### src/hw/rtl/stt_pkg.sv
`timescale 1ns / 1ps

package stt_pkg;

    localparam int OFFSET_WIDTH    = 24;
    localparam int LINE_WIDTH      = 16;
    localparam int LENGTH_WIDTH    = 16;
    localparam int KEYWORD_COUNT   = 18;
    localparam int MAX_KEYWORD_LEN = 10;
    localparam int KIND_WIDTH      = 6;
    localparam int KW_POS_WIDTH    = $clog2(MAX_KEYWORD_LEN);

    // Lexer modes
    localparam logic [2:0] MODE_IDLE   = 3'd0;
    localparam logic [2:0] MODE_IDENT  = 3'd1;
    localparam logic [2:0] MODE_NUMBER = 3'd2;
    localparam logic [2:0] MODE_OPWAIT = 3'd3;
    localparam logic [2:0] MODE_DONE   = 3'd4;

    // Token kinds
    localparam logic [KIND_WIDTH-1:0] TK_EOF     = 6'd0;
    localparam logic [KIND_WIDTH-1:0] TK_ILLEGAL = 6'd1;
    localparam logic [KIND_WIDTH-1:0] TK_IDENT   = 6'd2;
    localparam logic [KIND_WIDTH-1:0] TK_INT     = 6'd3;
    localparam logic [KIND_WIDTH-1:0] TK_FLOAT   = 6'd4;
    localparam logic [KIND_WIDTH-1:0] TK_ASSIGN  = 6'd5;
    localparam logic [KIND_WIDTH-1:0] TK_EQ      = 6'd6;
    localparam logic [KIND_WIDTH-1:0] TK_SEMI    = 6'd7;
    localparam logic [KIND_WIDTH-1:0] TK_LPAREN  = 6'd8;
    localparam logic [KIND_WIDTH-1:0] TK_RPAREN  = 6'd9;
    localparam logic [KIND_WIDTH-1:0] TK_LBRACE  = 6'd10;
    localparam logic [KIND_WIDTH-1:0] TK_RBRACE  = 6'd11;
    localparam logic [KIND_WIDTH-1:0] TK_LBRACK  = 6'd12;
    localparam logic [KIND_WIDTH-1:0] TK_RBRACK  = 6'd13;
    localparam logic [KIND_WIDTH-1:0] TK_COMMA   = 6'd14;
    localparam logic [KIND_WIDTH-1:0] TK_PLUS    = 6'd15;
    localparam logic [KIND_WIDTH-1:0] TK_LT      = 6'd16;
    localparam logic [KIND_WIDTH-1:0] TK_LE      = 6'd17;
    localparam logic [KIND_WIDTH-1:0] TK_GT      = 6'd18;
    localparam logic [KIND_WIDTH-1:0] TK_GE      = 6'd19;
    localparam logic [KIND_WIDTH-1:0] TK_NOT     = 6'd20;
    localparam logic [KIND_WIDTH-1:0] TK_NE      = 6'd21;
    localparam logic [KIND_WIDTH-1:0] TK_STAR    = 6'd22;
    localparam logic [KIND_WIDTH-1:0] TK_SLASH   = 6'd23;
    localparam logic [KIND_WIDTH-1:0] TK_MINUS   = 6'd24;

    // Pending operator codes
    localparam logic [1:0] OP_ASSIGN = 2'd0;
    localparam logic [1:0] OP_LT     = 2'd1;
    localparam logic [1:0] OP_GT     = 2'd2;
    localparam logic [1:0] OP_NOT    = 2'd3;

    localparam logic [7:0] CH_NUL   = 8'h00;
    localparam logic [7:0] CH_TAB   = 8'h09;
    localparam logic [7:0] CH_LF    = 8'h0A;
    localparam logic [7:0] CH_CR    = 8'h0D;
    localparam logic [7:0] CH_SPACE = 8'h20;
    localparam logic [7:0] CH_DOT   = 8'h2E;
    localparam logic [7:0] CH_UNDER = 8'h5F;
    localparam logic [7:0] CH_EQUAL = 8'h3D;

    localparam logic [127:0] KW_TEXT [KEYWORD_COUNT] = '{
        "function", "define", "return", "let", "henceforth", "int", "float",
        "byte", "bool", "void", "string", "if", "else", "while", "for",
        "true", "false", "entry"
    };
    localparam logic [4:0] KW_LEN [KEYWORD_COUNT] = '{
        5'd8, 5'd6, 5'd6, 5'd3, 5'd10, 5'd3, 5'd5, 5'd4, 5'd4, 5'd4,
        5'd6, 5'd2, 5'd4, 5'd5, 5'd3, 5'd4, 5'd5, 5'd5
    };
    localparam logic [KIND_WIDTH-1:0] KW_KIND [KEYWORD_COUNT] = '{
        6'd25, 6'd25, 6'd26, 6'd27, 6'd27, 6'd28, 6'd29, 6'd30, 6'd31,
        6'd32, 6'd33, 6'd34, 6'd35, 6'd36, 6'd37, 6'd38, 6'd39, 6'd40
    };

    typedef struct packed {
        logic [KIND_WIDTH-1:0]   kind;
        logic [OFFSET_WIDTH-1:0] start;
        logic [LENGTH_WIDTH-1:0] len;
        logic [LINE_WIDTH-1:0]   line;
        logic                    last;
    } t_token;

    // Character of keyword k at position pos, or zero past its end.
    function automatic logic [7:0] kw_char(input int k, input logic [KW_POS_WIDTH-1:0] pos);
        logic [7:0] ch;
        int         sh;
        ch = CH_NUL;
        sh = 0;
        if (int'(pos) < int'(KW_LEN[k])) begin
            sh = 8 * (int'(KW_LEN[k]) - 1 - int'(pos));
            ch = KW_TEXT[k][sh +: 8];
        end
        return ch;
    endfunction

    function automatic logic is_letter(input logic [7:0] c);
        return (c >= 8'h61 && c <= 8'h7A) || (c >= 8'h41 && c <= 8'h5A);
    endfunction

    function automatic logic is_digit(input logic [7:0] c);
        return c >= 8'h30 && c <= 8'h39;
    endfunction

    function automatic logic [KIND_WIDTH-1:0] op_single(input logic [1:0] op);
        logic [KIND_WIDTH-1:0] k;
        case (op)
            OP_ASSIGN: k = TK_ASSIGN;
            OP_LT:     k = TK_LT;
            OP_GT:     k = TK_GT;
            default:   k = TK_NOT;
        endcase
        return k;
    endfunction

    function automatic logic [KIND_WIDTH-1:0] op_double(input logic [1:0] op);
        logic [KIND_WIDTH-1:0] k;
        case (op)
            OP_ASSIGN: k = TK_EQ;
            OP_LT:     k = TK_LE;
            OP_GT:     k = TK_GE;
            default:   k = TK_NE;
        endcase
        return k;
    endfunction

endpackage

### src/hw/rtl/source_text_tokenizer_core.sv
`timescale 1ns / 1ps

// Channel   Valid        Ready        Payload
// input     i_in_valid   o_in_ready   i_char_in, i_is_end
// output    o_out_valid  i_out_ready  o_token_kind, o_start_offset, o_token_length,
//                                     o_line_number, o_last_of_run
//
// One character per cycle while the result queue has room: a character is
// captured in an input register and lexed from there, when its zero, one or
// two tokens enter a four-entry result queue. Lexing waits only while the
// queue has fewer than two free entries; the tokens are registered in the
// queue and presented from its head.
// Synchronous active-low reset clears lexer state and empties the queue.

module source_text_tokenizer_core (
    input  logic                                i_clk,
    input  logic                                i_rst_n,
    input  logic                                i_in_valid,
    output logic                                o_in_ready,
    input  logic [7:0]                          i_char_in,
    input  logic                                i_is_end,
    output logic                                o_out_valid,
    input  logic                                i_out_ready,
    output logic [stt_pkg::KIND_WIDTH-1:0]      o_token_kind,
    output logic [stt_pkg::OFFSET_WIDTH-1:0]    o_start_offset,
    output logic [stt_pkg::LENGTH_WIDTH-1:0]    o_token_length,
    output logic [stt_pkg::LINE_WIDTH-1:0]      o_line_number,
    output logic                                o_last_of_run
);
    import stt_pkg::*;

    localparam logic [OFFSET_WIDTH-1:0]  OFS_MAX = '1;
    localparam logic [LENGTH_WIDTH-1:0]  LEN_MAX = '1;
    localparam logic [LINE_WIDTH-1:0]    LINE_MAX = '1;
    localparam logic [LENGTH_WIDTH-1:0]  LEN_ONE = LENGTH_WIDTH'(1);
    localparam logic [LENGTH_WIDTH-1:0]  LEN_TWO = LENGTH_WIDTH'(2);

    // Input register
    logic       r_in_valid;
    logic [7:0] r_char;
    logic       r_end;

    // Lexer state
    logic [2:0]               r_mode, n_mode;
    logic [1:0]               r_pend, n_pend;
    logic [OFFSET_WIDTH-1:0]  r_tstart, n_tstart;
    logic [LENGTH_WIDTH-1:0]  r_tlen, n_tlen;
    logic                     r_seen_dot, n_seen_dot;
    logic                     r_bad, n_bad;
    logic [KEYWORD_COUNT-1:0] r_kw_alive, n_kw_alive;
    logic [OFFSET_WIDTH-1:0]  r_offset, n_offset;
    logic [LINE_WIDTH-1:0]    r_line, n_line;

    // Result queue
    t_token     r_q [4];
    logic [1:0] r_wp, r_rp;
    logic [2:0] r_cnt;

    logic       fire;
    logic       pop;
    logic [1:0] emit_n;
    t_token     tok0, tok1;

    // Closing of the open token
    logic   cls_valid;
    t_token cls_tok;
    // Start of a new token from the current character
    logic       f_emit;
    logic [KIND_WIDTH-1:0] f_kind;
    logic       f_letter, f_digit, f_op;
    logic [1:0] f_pend;
    logic       f_newline;
    t_token     f_tok, eof_tok, dbl_tok;

    logic [KIND_WIDTH-1:0]    id_kind;
    logic [KEYWORD_COUNT-1:0] kw_first, kw_next;
    logic                     c_is_word, c_is_num;

    assign fire        = r_in_valid && (r_cnt <= 3'd2);
    assign o_in_ready  = !r_in_valid || fire;
    assign pop         = o_out_valid && i_out_ready;
    assign o_out_valid = (r_cnt != 3'd0);

    assign o_token_kind   = r_q[r_rp].kind;
    assign o_start_offset = r_q[r_rp].start;
    assign o_token_length = r_q[r_rp].len;
    assign o_line_number  = r_q[r_rp].line;
    assign o_last_of_run  = r_q[r_rp].last;

    assign c_is_word = is_letter(r_char) || is_digit(r_char) || (r_char == CH_UNDER);
    assign c_is_num  = is_digit(r_char) || (r_char == CH_DOT);

    // Keyword tracking: one compare per keyword against the next character.
    always_comb begin
        for (int k = 0; k < KEYWORD_COUNT; k++) begin
            kw_first[k] = (kw_char(k, '0) == r_char);
            kw_next[k]  = r_kw_alive[k] && (r_tlen < LENGTH_WIDTH'(MAX_KEYWORD_LEN))
                          && (kw_char(k, r_tlen[KW_POS_WIDTH-1:0]) == r_char);
        end
    end

    // The lowest-numbered live keyword of matching length names the kind.
    always_comb begin
        id_kind = TK_IDENT;
        for (int k = KEYWORD_COUNT - 1; k >= 0; k--) begin
            if (r_kw_alive[k] && (r_tlen == LENGTH_WIDTH'(KW_LEN[k]))) begin
                id_kind = KW_KIND[k];
            end
        end
    end

    always_comb begin
        cls_valid   = 1'b1;
        cls_tok     = '0;
        cls_tok.start = r_tstart;
        cls_tok.len   = r_tlen;
        cls_tok.line  = r_line;
        case (r_mode)
            MODE_IDENT:  cls_tok.kind = id_kind;
            MODE_NUMBER: cls_tok.kind = r_bad ? TK_ILLEGAL : (r_seen_dot ? TK_FLOAT : TK_INT);
            MODE_OPWAIT: begin
                cls_tok.kind = op_single(r_pend);
                cls_tok.len  = LEN_ONE;
            end
            default:     cls_valid = 1'b0;
        endcase

        eof_tok       = '0;
        eof_tok.kind  = TK_EOF;
        eof_tok.start = r_offset;
        eof_tok.line  = r_line;

        dbl_tok       = '0;
        dbl_tok.kind  = op_double(r_pend);
        dbl_tok.start = r_tstart;
        dbl_tok.len   = LEN_TWO;
        dbl_tok.line  = r_line;
    end

    always_comb begin
        f_emit    = 1'b1;
        f_kind    = TK_ILLEGAL;
        f_letter  = 1'b0;
        f_digit   = 1'b0;
        f_op      = 1'b0;
        f_pend    = OP_ASSIGN;
        f_newline = 1'b0;
        case (r_char)
            CH_SPACE, CH_TAB, CH_CR: f_emit = 1'b0;
            CH_LF: begin
                f_emit    = 1'b0;
                f_newline = 1'b1;
            end
            8'h3D: begin f_emit = 1'b0; f_op = 1'b1; f_pend = OP_ASSIGN; end
            8'h3C: begin f_emit = 1'b0; f_op = 1'b1; f_pend = OP_LT;     end
            8'h3E: begin f_emit = 1'b0; f_op = 1'b1; f_pend = OP_GT;     end
            8'h21: begin f_emit = 1'b0; f_op = 1'b1; f_pend = OP_NOT;    end
            8'h3B: f_kind = TK_SEMI;
            8'h28: f_kind = TK_LPAREN;
            8'h29: f_kind = TK_RPAREN;
            8'h7B: f_kind = TK_LBRACE;
            8'h7D: f_kind = TK_RBRACE;
            8'h5B: f_kind = TK_LBRACK;
            8'h5D: f_kind = TK_RBRACK;
            8'h2C: f_kind = TK_COMMA;
            8'h2B: f_kind = TK_PLUS;
            8'h2A: f_kind = TK_STAR;
            8'h2F: f_kind = TK_SLASH;
            8'h2D: f_kind = TK_MINUS;
            default: begin
                if (is_letter(r_char)) begin
                    f_emit   = 1'b0;
                    f_letter = 1'b1;
                end else if (is_digit(r_char)) begin
                    f_emit  = 1'b0;
                    f_digit = 1'b1;
                end
            end
        endcase
        f_tok       = '0;
        f_tok.kind  = f_kind;
        f_tok.start = r_offset;
        f_tok.len   = LEN_ONE;
        f_tok.line  = r_line;
    end

    // Main lexing step for the registered character.
    always_comb begin
        n_mode     = r_mode;
        n_pend     = r_pend;
        n_tstart   = r_tstart;
        n_tlen     = r_tlen;
        n_seen_dot = r_seen_dot;
        n_bad      = r_bad;
        n_kw_alive = r_kw_alive;
        n_offset   = r_offset;
        n_line     = r_line;
        emit_n     = 2'd0;
        tok0       = cls_tok;
        tok1       = eof_tok;

        if (r_mode != MODE_DONE) begin
            if (r_end || (r_char == CH_NUL)) begin
                n_mode = MODE_DONE;
                if (cls_valid) begin
                    emit_n = 2'd2;
                end else begin
                    tok0   = eof_tok;
                    emit_n = 2'd1;
                end
            end else if ((r_mode == MODE_OPWAIT) && (r_char == CH_EQUAL)) begin
                tok0   = dbl_tok;
                emit_n = 2'd1;
                n_mode = MODE_IDLE;
            end else if ((r_mode == MODE_IDENT) && c_is_word) begin
                n_kw_alive = kw_next;
                if (r_tlen != LEN_MAX) begin
                    n_tlen = r_tlen + LEN_ONE;
                end
            end else if ((r_mode == MODE_NUMBER) && c_is_num) begin
                if (r_char == CH_DOT) begin
                    if (r_seen_dot) begin
                        n_bad = 1'b1;
                    end
                    n_seen_dot = 1'b1;
                end
                if (r_tlen != LEN_MAX) begin
                    n_tlen = r_tlen + LEN_ONE;
                end
            end else begin
                // The open token closes and this character starts afresh.
                n_mode   = MODE_IDLE;
                n_tstart = r_offset;
                if (f_newline && (r_line != LINE_MAX)) begin
                    n_line = r_line + LINE_WIDTH'(1);
                end
                if (f_op) begin
                    n_mode = MODE_OPWAIT;
                    n_pend = f_pend;
                end
                if (f_letter) begin
                    n_mode     = MODE_IDENT;
                    n_kw_alive = kw_first;
                    n_tlen     = LEN_ONE;
                end
                if (f_digit) begin
                    n_mode     = MODE_NUMBER;
                    n_seen_dot = 1'b0;
                    n_bad      = 1'b0;
                    n_tlen     = LEN_ONE;
                end
                if (cls_valid && f_emit) begin
                    tok1   = f_tok;
                    emit_n = 2'd2;
                end else if (cls_valid) begin
                    emit_n = 2'd1;
                end else if (f_emit) begin
                    tok0   = f_tok;
                    emit_n = 2'd1;
                end
            end
            if (r_offset != OFS_MAX) begin
                n_offset = r_offset + OFFSET_WIDTH'(1);
            end
        end

        tok0.last = (emit_n == 2'd1);
        tok1.last = 1'b1;
    end

    always_ff @(posedge i_clk) begin
        if (!i_rst_n) begin
            r_in_valid <= 1'b0;
        end else if (o_in_ready) begin
            r_in_valid <= i_in_valid;
        end
    end

    always_ff @(posedge i_clk) begin
        if (o_in_ready && i_in_valid) begin
            r_char <= i_char_in;
            r_end  <= i_is_end;
        end
    end

    always_ff @(posedge i_clk) begin
        if (!i_rst_n) begin
            r_mode     <= MODE_IDLE;
            r_pend     <= OP_ASSIGN;
            r_tstart   <= '0;
            r_tlen     <= '0;
            r_seen_dot <= 1'b0;
            r_bad      <= 1'b0;
            r_kw_alive <= '0;
            r_offset   <= '0;
            r_line     <= LINE_WIDTH'(1);
        end else if (fire) begin
            r_mode     <= n_mode;
            r_pend     <= n_pend;
            r_tstart   <= n_tstart;
            r_tlen     <= n_tlen;
            r_seen_dot <= n_seen_dot;
            r_bad      <= n_bad;
            r_kw_alive <= n_kw_alive;
            r_offset   <= n_offset;
            r_line     <= n_line;
        end
    end

    always_ff @(posedge i_clk) begin
        if (fire && (emit_n != 2'd0)) begin
            r_q[r_wp] <= tok0;
        end
        if (fire && (emit_n == 2'd2)) begin
            r_q[r_wp + 2'd1] <= tok1;
        end
    end

    always_ff @(posedge i_clk) begin
        if (!i_rst_n) begin
            r_wp  <= '0;
            r_rp  <= '0;
            r_cnt <= '0;
        end else begin
            if (fire) begin
                r_wp <= r_wp + emit_n;
            end
            if (pop) begin
                r_rp <= r_rp + 2'd1;
            end
            r_cnt <= r_cnt + (fire ? {1'b0, emit_n} : 3'd0) - (pop ? 3'd1 : 3'd0);
        end
    end

endmodule

### config.mk
export PLATFORM = sky130hd
export DESIGN_NAME = source_text_tokenizer_core
export DESIGN_NICKNAME = d
export VERILOG_FILES = /design/src/hw/rtl/stt_pkg.sv /design/src/hw/rtl/source_text_tokenizer_core.sv
export SDC_FILE = /design/constraint.sdc
export NUM_CORES = 1
export LEC_CHECK = 0
export BUFFER_PORTS_ARGS = -buffer_cell sky130_fd_sc_hd__clkbuf_2
export CORE_AREA = 2 2 178 180
export DETAILED_ROUTE_END_ITERATION = 6
export DIE_AREA = 0 0 180 182
export PLACE_DENSITY = 0.95
export SLEW_MARGIN = 20
export SYNTH_ARGS = -nofsm -noshare
export SYNTH_HDL_FRONTEND = slang
export SYNTH_SLANG_ARGS = --single-unit
### constraint.sdc
create_clock -name i_clk -period 7.1 [get_ports i_clk]
set_clock_uncertainty 0.2 [all_clocks]
set_input_delay 1.42 -clock i_clk [delete_from_list [all_inputs] [get_ports i_clk]]
set_output_delay 1.42 -clock i_clk [all_outputs]
set_load 0.02 [all_outputs]
# Word-level counts from Yosys, hierarchy flattened
# Memories as Yosys holds them, arrays and structs flattened. A register that Yosys moved wholly into a read port is not among the register bits.
# Index checks and enable logic that the tools add are counted.
# totals
ff_bits	122
ramBits	252
out_inout_bits	65
elab_cells	346
n_memories	1
# memory_table
memory	depth	width	rd	rd_clocked_by_memory_dff	wr	line_no	source
r_q	4	63	1	1	2	source_text_tokenizer_core.sv:55	t_token r_q [4];
# op_classes
add_sub_neg	15
n_lt_le_gt_ge	15
eq_ne	75
n_shift	18
muxes	108
n_bitwise	4
reduce_logical	95
# op_table
operator	n
$shiftx A128 B8 Y8 const A	18
$mux W63	15
$eq A8 B8 Y1	18
$mux W8	18
$eq A8 B6 Y1 const B	14
$mux W6	18
$eq A7 B8 Y1 const A	12
$mux W16	6
$logic_and A1 B1 Y1	67
$pmux W5 S12	1
$mux W18	3
$eq A16 B3 Y1 const B	3
$eq A8 B7 Y1 const B	5
$add A16 B1 Y16 const B	2
$eq A16 B2 Y1 const B	2
$eq A16 B4 Y1 const B	2
$ne A16 B16 Y1 const B	2
$pmux W5 S3	2
$add A24 B1 Y24 const B	1
$eq A8 B4 Y1 const B	3
$mux W3	8
$ne A24 B24 Y1 const B	1
$mux W1	23
$mux W2	11
other kinds (45)	75

# Logic depth before layout (Yosys ltp)
# Gate-level depths: netlist (run 1).
# logic_depth
depth_word	29
ltp_mapped	19

# Worst setup path before layout (run 1)
# OpenSTA, ideal clock, no wires.
# synth_timing
path_kind	flip-flop to flip-flop
from	reg r_char[2]
to	mem r_q[2][10] (netlist name), enable pin
setup_ps	400
t_arrival_ps	3992
required_time_ps	6500
setup_slack_ps	2507
path_stages_with_launch	15
path_buffers	3
cell_sequence	edfxtp_1 nor4_4 o32ai_1 nor3_4 nand3_2 inv_1 ha_1 nand4_1 o31ai_4 buf_6 o211a_1 buf_2 nor2_2 buf_2 inv_1
# synth_rtl
item	line_no	source
start: declaration	source_text_tokenizer_core.sv:40	logic [7:0] r_char;
start signal: assignment	source_text_tokenizer_core.sv:281	r_char <= i_char_in;
end: declaration	source_text_tokenizer_core.sv:55	

==> flow_summary.toml, run 1 <==
[status]
status = "finished with violations"
violations = "DRC"

[timing]
period_share_pct = 82.9
slew-limit-headroom_pct = 22.6
rsz0062_at_grt = "false"
maxSlewViolCount = 0
setup_violations = 0
finalHoldViolCount = 0
layout_min_cycle_time_ns = 5.89
fmax_mhz = 170
fin_setup_tns_ns = 0
tightest_slew_ns = 1.16

[synthesis]
synth_top_area_cell = "edfxtp_1"
synth_edf_count = 193
ys_seq_area_share_pct = 45.8
synth_top_family_by_area = "compound AO/OA/AOI/OAI gates"
synth.most_common_cell = "edfxtp_1"
ys_ff_latch = 376
synthXorXnorAreaFrac_pct = 2.72
async_flop_share_pct = 0
synth_top_area_share_pct = 28.1
synth-compound-area-share_pct = 19.8
synthMuxAreaShare_pct = 7.68
yosysUniqueCellTypes = 107
synth_area_leaders = "edfxtp_1 (28%), dfxtp_1 (18%), mux4_2 (6.9%)"
synthesis.area_sq_um = 20600
avgSynthCellArea_sq_um = 10.3
yosys_warnings = 0
yosys.area_share.simple_pct = 18.0
synth-adder-area-share_pct = 1.67
synthFlopType = "edfxtp_1"
synth_nets = 2037
syn-instance-count = 1997
yosys-top-cells-count = "edfxtp_1 (193), dfxtp_1 (183), nand2_1 (180)"

[drt]
route.met3.wl_um = 6890
top_layer_used = "met4"
drc_errors = 1
first_iter_violations = 2912
post_drt_wl_per_cell_um = 26.4
via_per_inst = 7.45
routed_wl_um = 63500
m1WireLength_um = 22500
wl_met2_um = 30000
dr_total_vias = 17900
ant_nets = 0
dr.pass1.iters = 7

[critical_path]
r2r_setup_slack_ns = 1.21
reg2reg_from = "r_char[6]$_DFFE_PP_"
r2r-end = "r_q[0][13]$_DFFE_PP_"
crit_type = "reg -> reg"
cp-end-kind = "flop"
cp-start-kind = "flop"
setup.worst_path.start = "r_char[6]$_DFFE_PP_"
arrival_ns = 5.97
reg2reg_depth = 13
critPathRequiredTime_ns = 7.18
crit_end = "r_q[0][13]$_DFFE_PP_"
cp_max_fo = 33

[floorplanning]
start_util_pct = 66.6
core_sq_um = 31000
die_h_um = 182
dieArea_sq_um = 32800
rows = 65
io_pins = 78
die_w_um = 180

[worst_hold_path]
min_path_type = "reg -> reg"

[global_route]
antenna_found_initial = 0
grt_max_degree = 73
first_global_vias = 17400
grt_pass1_wl_um = 97700
grt_use_total_pct = 37.7
grt_overflow_total = 0

[cells_and_area]
antenna_cells = 0
multiInputGateArea_sq_um = 10300
stdcell_count = 2406
drive_above_1_share_pct = 14.2
synthToLayoutAreaGrowth_pct = 8.01
fillers = 1973
seqCellArea_sq_um = 9470
fin_nets = 2014

[clocking]
post_cts_buffers = 0
cts-hold-fix-buffers = 0
root_buffer = "clkbuf_16"
cts_buffers = 38
cts.sinks = 376
cts_resized = 0
clockBufferDepth = 3
cts_max_level = 2
path_clk_slew_ns = 0.06
cts_tree = "done"
clock_latency_ns = 0.54

[power_and_ir_drop]
power_density_nw_per_um2 = 252
ir_worst_vdd_mv = 0.178
p_leak_uw = 0.00751

[run]
maxCapViolCount = 0

[placed_design]
portBuffers = 77
dp_cells = 2336
gp_congestion = 1.01
dp_hpwl_um = 40300
==> flip-flops by register name (all words and copies together), names as in the netlist, 3 cells and up, named ones only <==
| signal | flops |
|---|---|
| r_mode | 3 |
| r_char | 8 |
| r_q | 252 |
| r_tstart | 24 |
| r_offset | 24 |
| r_line | 16 |
| r_kw_alive | 18 |
| r_tlen | 16 |
| r_cnt | 3 |
==> critical path, cell delays in order, from the launching register on <==
cell and delay [ns]:
edfxtp_1 0.64, or3b_2 0.61, nor2_1 0.34, a22oi_1 0.21, nand3_2 0.19, inv_1 0.09
ha_1 0.29, or2_2 0.33, a31o_2 0.31, nand3_1 0.56, o21a_1 0.68, inv_2 0.53
buf_4 0.41, and2_1 0.23
==> layout by cell type (no fill, tap or decap), drive strengths merged, types with 11 or more instances in the layout <==
master and count:
a21boi 47, a21oi 74, a22o 92, a31oi 22, a32o 53, and2 83
and3 30, buf 33, clkbuf 131, clkinv 12, dfxtp 183, edfxtp 193
ha 26, inv 35, mux2i 11, mux4 63, nand2 181, nand2b 22
nand3 75, nand4 49, nor2 94, nor2b 37, nor3 35, nor3b 11
nor4 12, o211ai 11, o21a 11, o21ai 86, o22ai 44, or3 22
xnor2 37, xor2 27
==> cell families after synthesis <==
kind of cell	count (synthesis)
AO/OA/AOI/OAI	544
buffers and inverters	207
XOR/XNOR	64
adder cells (fa/ha/maj)	27
multiplexers	79
AND/OR/NAND/NOR	700
flip-flops	376
==> power by group <==
group	internal (uW)	total (uW)	leakage, uW	switching [uW]
clock network	1130	2010	0.000609	875
registers	2360	2460	0.00320	104
logic	426	1140	0.00370	717
==> worst min path at each step <==
stage	from	endpoint	slack, ns	depth (start not counted)
final	r_q[2][29]$_SDFFE_PP0P_	r_q[2][29]$_SDFFE_PP0P_	0.25	2
after global routing	r_q[2][27]$_SDFFE_PP0P_	r_q[2][27]$_SDFFE_PP0P_	0.27	2
after CTS	r_q[2][29]$_SDFFE_PP0P_	r_q[2][29]$_SDFFE_PP0P_	0.26	2
after detailed placement	r_q[2][29]$_SDFFE_PP0P_	r_q[2][29]$_SDFFE_PP0P_	0.25	2
after global placement	r_q[2][31]$_SDFFE_PP0P_	r_q[2][31]$_SDFFE_PP0P_	0.24	2
after floorplan	r_q[2][31]$_SDFFE_PP0P_	r_q[2][31]$_SDFFE_PP0P_	0.23	2
==> per-layer routing <==
| metal | up-vias | track usage (%) |
|---|---|---|
| met5 | - | 0 |
| met2 | 1501 | 61.2 |
| met4 | 0 | 22.2 |
| li1 | 7571 | - |
| met1 | 8490 | 47.7 |
| met3 | 357 | 6.74 |
==> final cells by class <==
type                    instances  area share, %
flip-flops and latches        376           42.4
inverters                      35          0.589
clock inverters                15          0.628
repair buffers                109           2.81
clock buffers                  55           4.96
well taps                     402           2.26
multi-input cells            1414           46.3
==> through the flow <==
stage | instance area [sq um] | setup WS (ns) | utilization, % | power, uW | hold WS (ns)
floorplan | 20600 | 2.51 | - | 3280 | 0.229
global placement | 21000 | 1.64 | 67.9 | 3580 | 0.236
detailed placement | 21000 | 1.43 | 67.9 | 3610 | 0.248
CTS | 22300 | 1.40 | 71.9 | 5590 | 0.256
global route | 22300 | 0.940 | 72.0 | 5750 | 0.272
finish | 22300 | 1.21 | 72.0 | 5620 | 0.255
No activity file was read; power rests on OpenSTA's default activity.
==> run 2, diff against run 1 <==
--- a/config.mk
+++ b/config.mk
@@ -6,10 +6,10 @@
 export NUM_CORES = 1
 export LEC_CHECK = 0
 export BUFFER_PORTS_ARGS = -buffer_cell sky130_fd_sc_hd__clkbuf_2
-export CORE_AREA = 2 2 178 180
+export CORE_AREA = 2 2 185 187
 export DETAILED_ROUTE_END_ITERATION = 6
-export DIE_AREA = 0 0 180 182
-export PLACE_DENSITY = 0.95
+export DIE_AREA = 0 0 187 189
+export PLACE_DENSITY = 0.9
 export SLEW_MARGIN = 20
 export SYNTH_ARGS = -nofsm -noshare
 export SYNTH_HDL_FRONTEND = slang
==> constraint.sdc (replaced) <==
create_clock -name i_clk -period 5.5 [get_ports i_clk]
set_clock_uncertainty 0.2 [all_clocks]
set_input_delay 1.1 -clock i_clk [delete_from_list [all_inputs] [get_ports i_clk]]
set_output_delay 1.1 -clock i_clk [all_outputs]
set_load 0.02 [all_outputs]
==> run 2 against run 1 <==
Compared with the run above:
- the flow still finishes with violations (DRC)
- die area increased by 7.9%
- critical path depth shrank 1
- count of clock-buffer cells in the layout did not move
- largest cell class unchanged
- global-route usage shrank 2.3 points
- hold slack improved by 0.0022 ns
- highest routed layer unchanged
- routed wire length rose by 0.33%
- total power rose by 30%
- largest power group unchanged
==> flow_summary.toml, run 2 (synthesized netlist as in run 1, its figures left out) <==
[timing]
tightest_slew_ns = 0.981
period_share_pct = 91.6
finalHoldViolCount = 0
rsz0062_at_grt = "false"
layout_setup_ws_ns = 0.465
fmax_mhz = 199
fin_setup_tns_ns = 0
setup_violations = 0
maxSlewViolCount = 0
layout_min_cycle_time_ns = 5.04
hold_ws_ns = 0.257
slew-limit-headroom_pct = 34.6

[cells_and_area]
fin_nets = 2045
fillers = 2375
largest_register_ffs = 252
top_register = "r_q"
drive_above_1_share_pct = 15.3
layout_commonest_cell = "edfxtp_1"
synthToLayoutAreaGrowth_pct = 9.63
antenna_cells = 0
final_cell_mix = "edfxtp_1 (193), nand2_1 (180), dfxtp_1 (180)"
largestRegisters = "r_q: 252 flops, r_offset: 24 flops, r_tstart: 24 flops"

[drt]
routed_wl_um = 63800
dr_total_vias = 17800
ant_nets = 0
drc_errors = 1
first_iter_violations = 2615
dr.pass1.iters = 7
m1WireLength_um = 23500
post_drt_wl_per_cell_um = 25.7
via_per_inst = 7.17
route.met3.wl_um = 6960
top_layer_used = "met4"
wl_met2_um = 30200

[status]
status = "finished with violations"
violations = "DRC"

[global_route]
antenna_found_initial = 0
first_global_vias = 17500
grt_overflow_total = 0
grt_use_total_pct = 35.4
grt_max_degree = 64
grt_pass1_wl_um = 99100

[clocking]
cts_resized = 0
cts.sinks = 376
cts_buffers = 39
cts_max_level = 2
root_buffer = "clkbuf_16"
cts-hold-fix-buffers = 0
path_clk_slew_ns = 0.06
clockBufferDepth = 3
post_cts_buffers = 0
clock_latency_ns = 0.53
cts_tree = "done"

[floorplanning]
die_w_um = 187
dieArea_sq_um = 35300
io_pins = 78
rows = 67
start_util_pct = 62.0
core_sq_um = 33300
die_h_um = 189

[critical_path]
cp_num_buf_inv = 3
arrival_ns = 5.05
max_stage_delay_ns = 0.70
crit_slowest_cell = "edfxtp_1"
cp_max_fo = 24
path_cells = "nor4_4 -> o32ai_1 -> nor3_4 -> nand3_2 -> inv_1 -> ha_1 -> nand4_1 -> o31ai_4 -> o2111ai_4 -> and2_1 -> inv_2 -> buf_12"
cp-start-kind = "flop"
crit_type = "reg -> reg"
critPathRequiredTime_ns = 5.52
cp-end-kind = "flop"
crit_family = "simple AND/OR/NAND/NOR gates"

[power_and_ir_drop]
p_leak_uw = 0.00761
fin_total_pwr_uw = 7280
power_density_nw_per_um2 = 322
ir_worst_vdd_mv = 0.278

[placed_design]
dp_hpwl_um = 40900
gp_congestion = 0.988
place_ws_ns = 0.574
portBuffers = 77

[run]
maxCapViolCount = 0

[worst_hold_path]
min_path_type = "reg -> reg"
run 2: metrics by stage:
step	instance area, sq um	util (%)	instances
after floorplan	20600	-	1997
after global placement	21400	64.3	2412
after detailed placement	21400	64.3	2412
after CTS	22600	68.0	2482
after global routing	22600	68.0	2482
final	22600	68.0	2482
run 2: metal layers:
| layer | vias to the layer above | global-route usage (%) |
|---|---|---|
| met5 | - | 0 |
| met1 | 8533 | 45.3 |
| met4 | 0 | 17.1 |
| met2 | 1339 | 58.6 |
| li1 | 7631 | - |
| met3 | 288 | 6.38 |
run 2: where the power goes:
| part | switching [uW] | internal [uW] | total [uW] | leakage (uW) |
|---|---|---|---|---|
| Combinational | 899 | 570 | 1470 | 0.00386 |
| Clock | 1110 | 1490 | 2610 | 0.000605 |
| Sequential | 158 | 3040 | 3200 | 0.00315 |
| Total | 2170 | 5110 | 7280 | 0.00761 |
run 2: layout make-up:
cell class | count | area [sq um] | area share, %
multi-input cells | 1414 | 10300 | 45.6
flip-flops and latches | 376 | 9470 | 41.8
clock buffers | 55 | 1100 | 4.85
repair buffers | 139 | 913 | 4.04
well taps | 448 | 561 | 2.48
clock inverters | 15 | 145 | 0.641
inverters | 35 | 131 | 0.580
run 2: worst reg2reg max path, stage by stage, from the launching register on:
cell and delay [ns]:
edfxtp_1 0.70, nor4_4 0.51, o32ai_1 0.23, nor3_4 0.19, nand3_2 0.16, inv_1 0.12, ha_1 0.31, nand4_1 0.21
o31ai_4 0.48, o2111ai_4 0.32, and2_1 0.48, inv_2 0.55, buf_12 0.27
run 2: final timing paths:
kind         slack [ns]  depth (start not counted)                     from                 endpoint
max                0.46                         12      r_char[2]$_DFFE_PP_     r_q[3][38]$_DFFE_PP_
max reg2reg        0.46                         12      r_char[2]$_DFFE_PP_     r_q[3][38]$_DFFE_PP_
min reg2reg        0.26                          2  r_q[2][24]$_SDFFE_PP0P_  r_q[2][24]$_SDFFE_PP0P_
min                0.26                          2  r_q[2][24]$_SDFFE_PP0P_  r_q[2][24]$_SDFFE_PP0P_
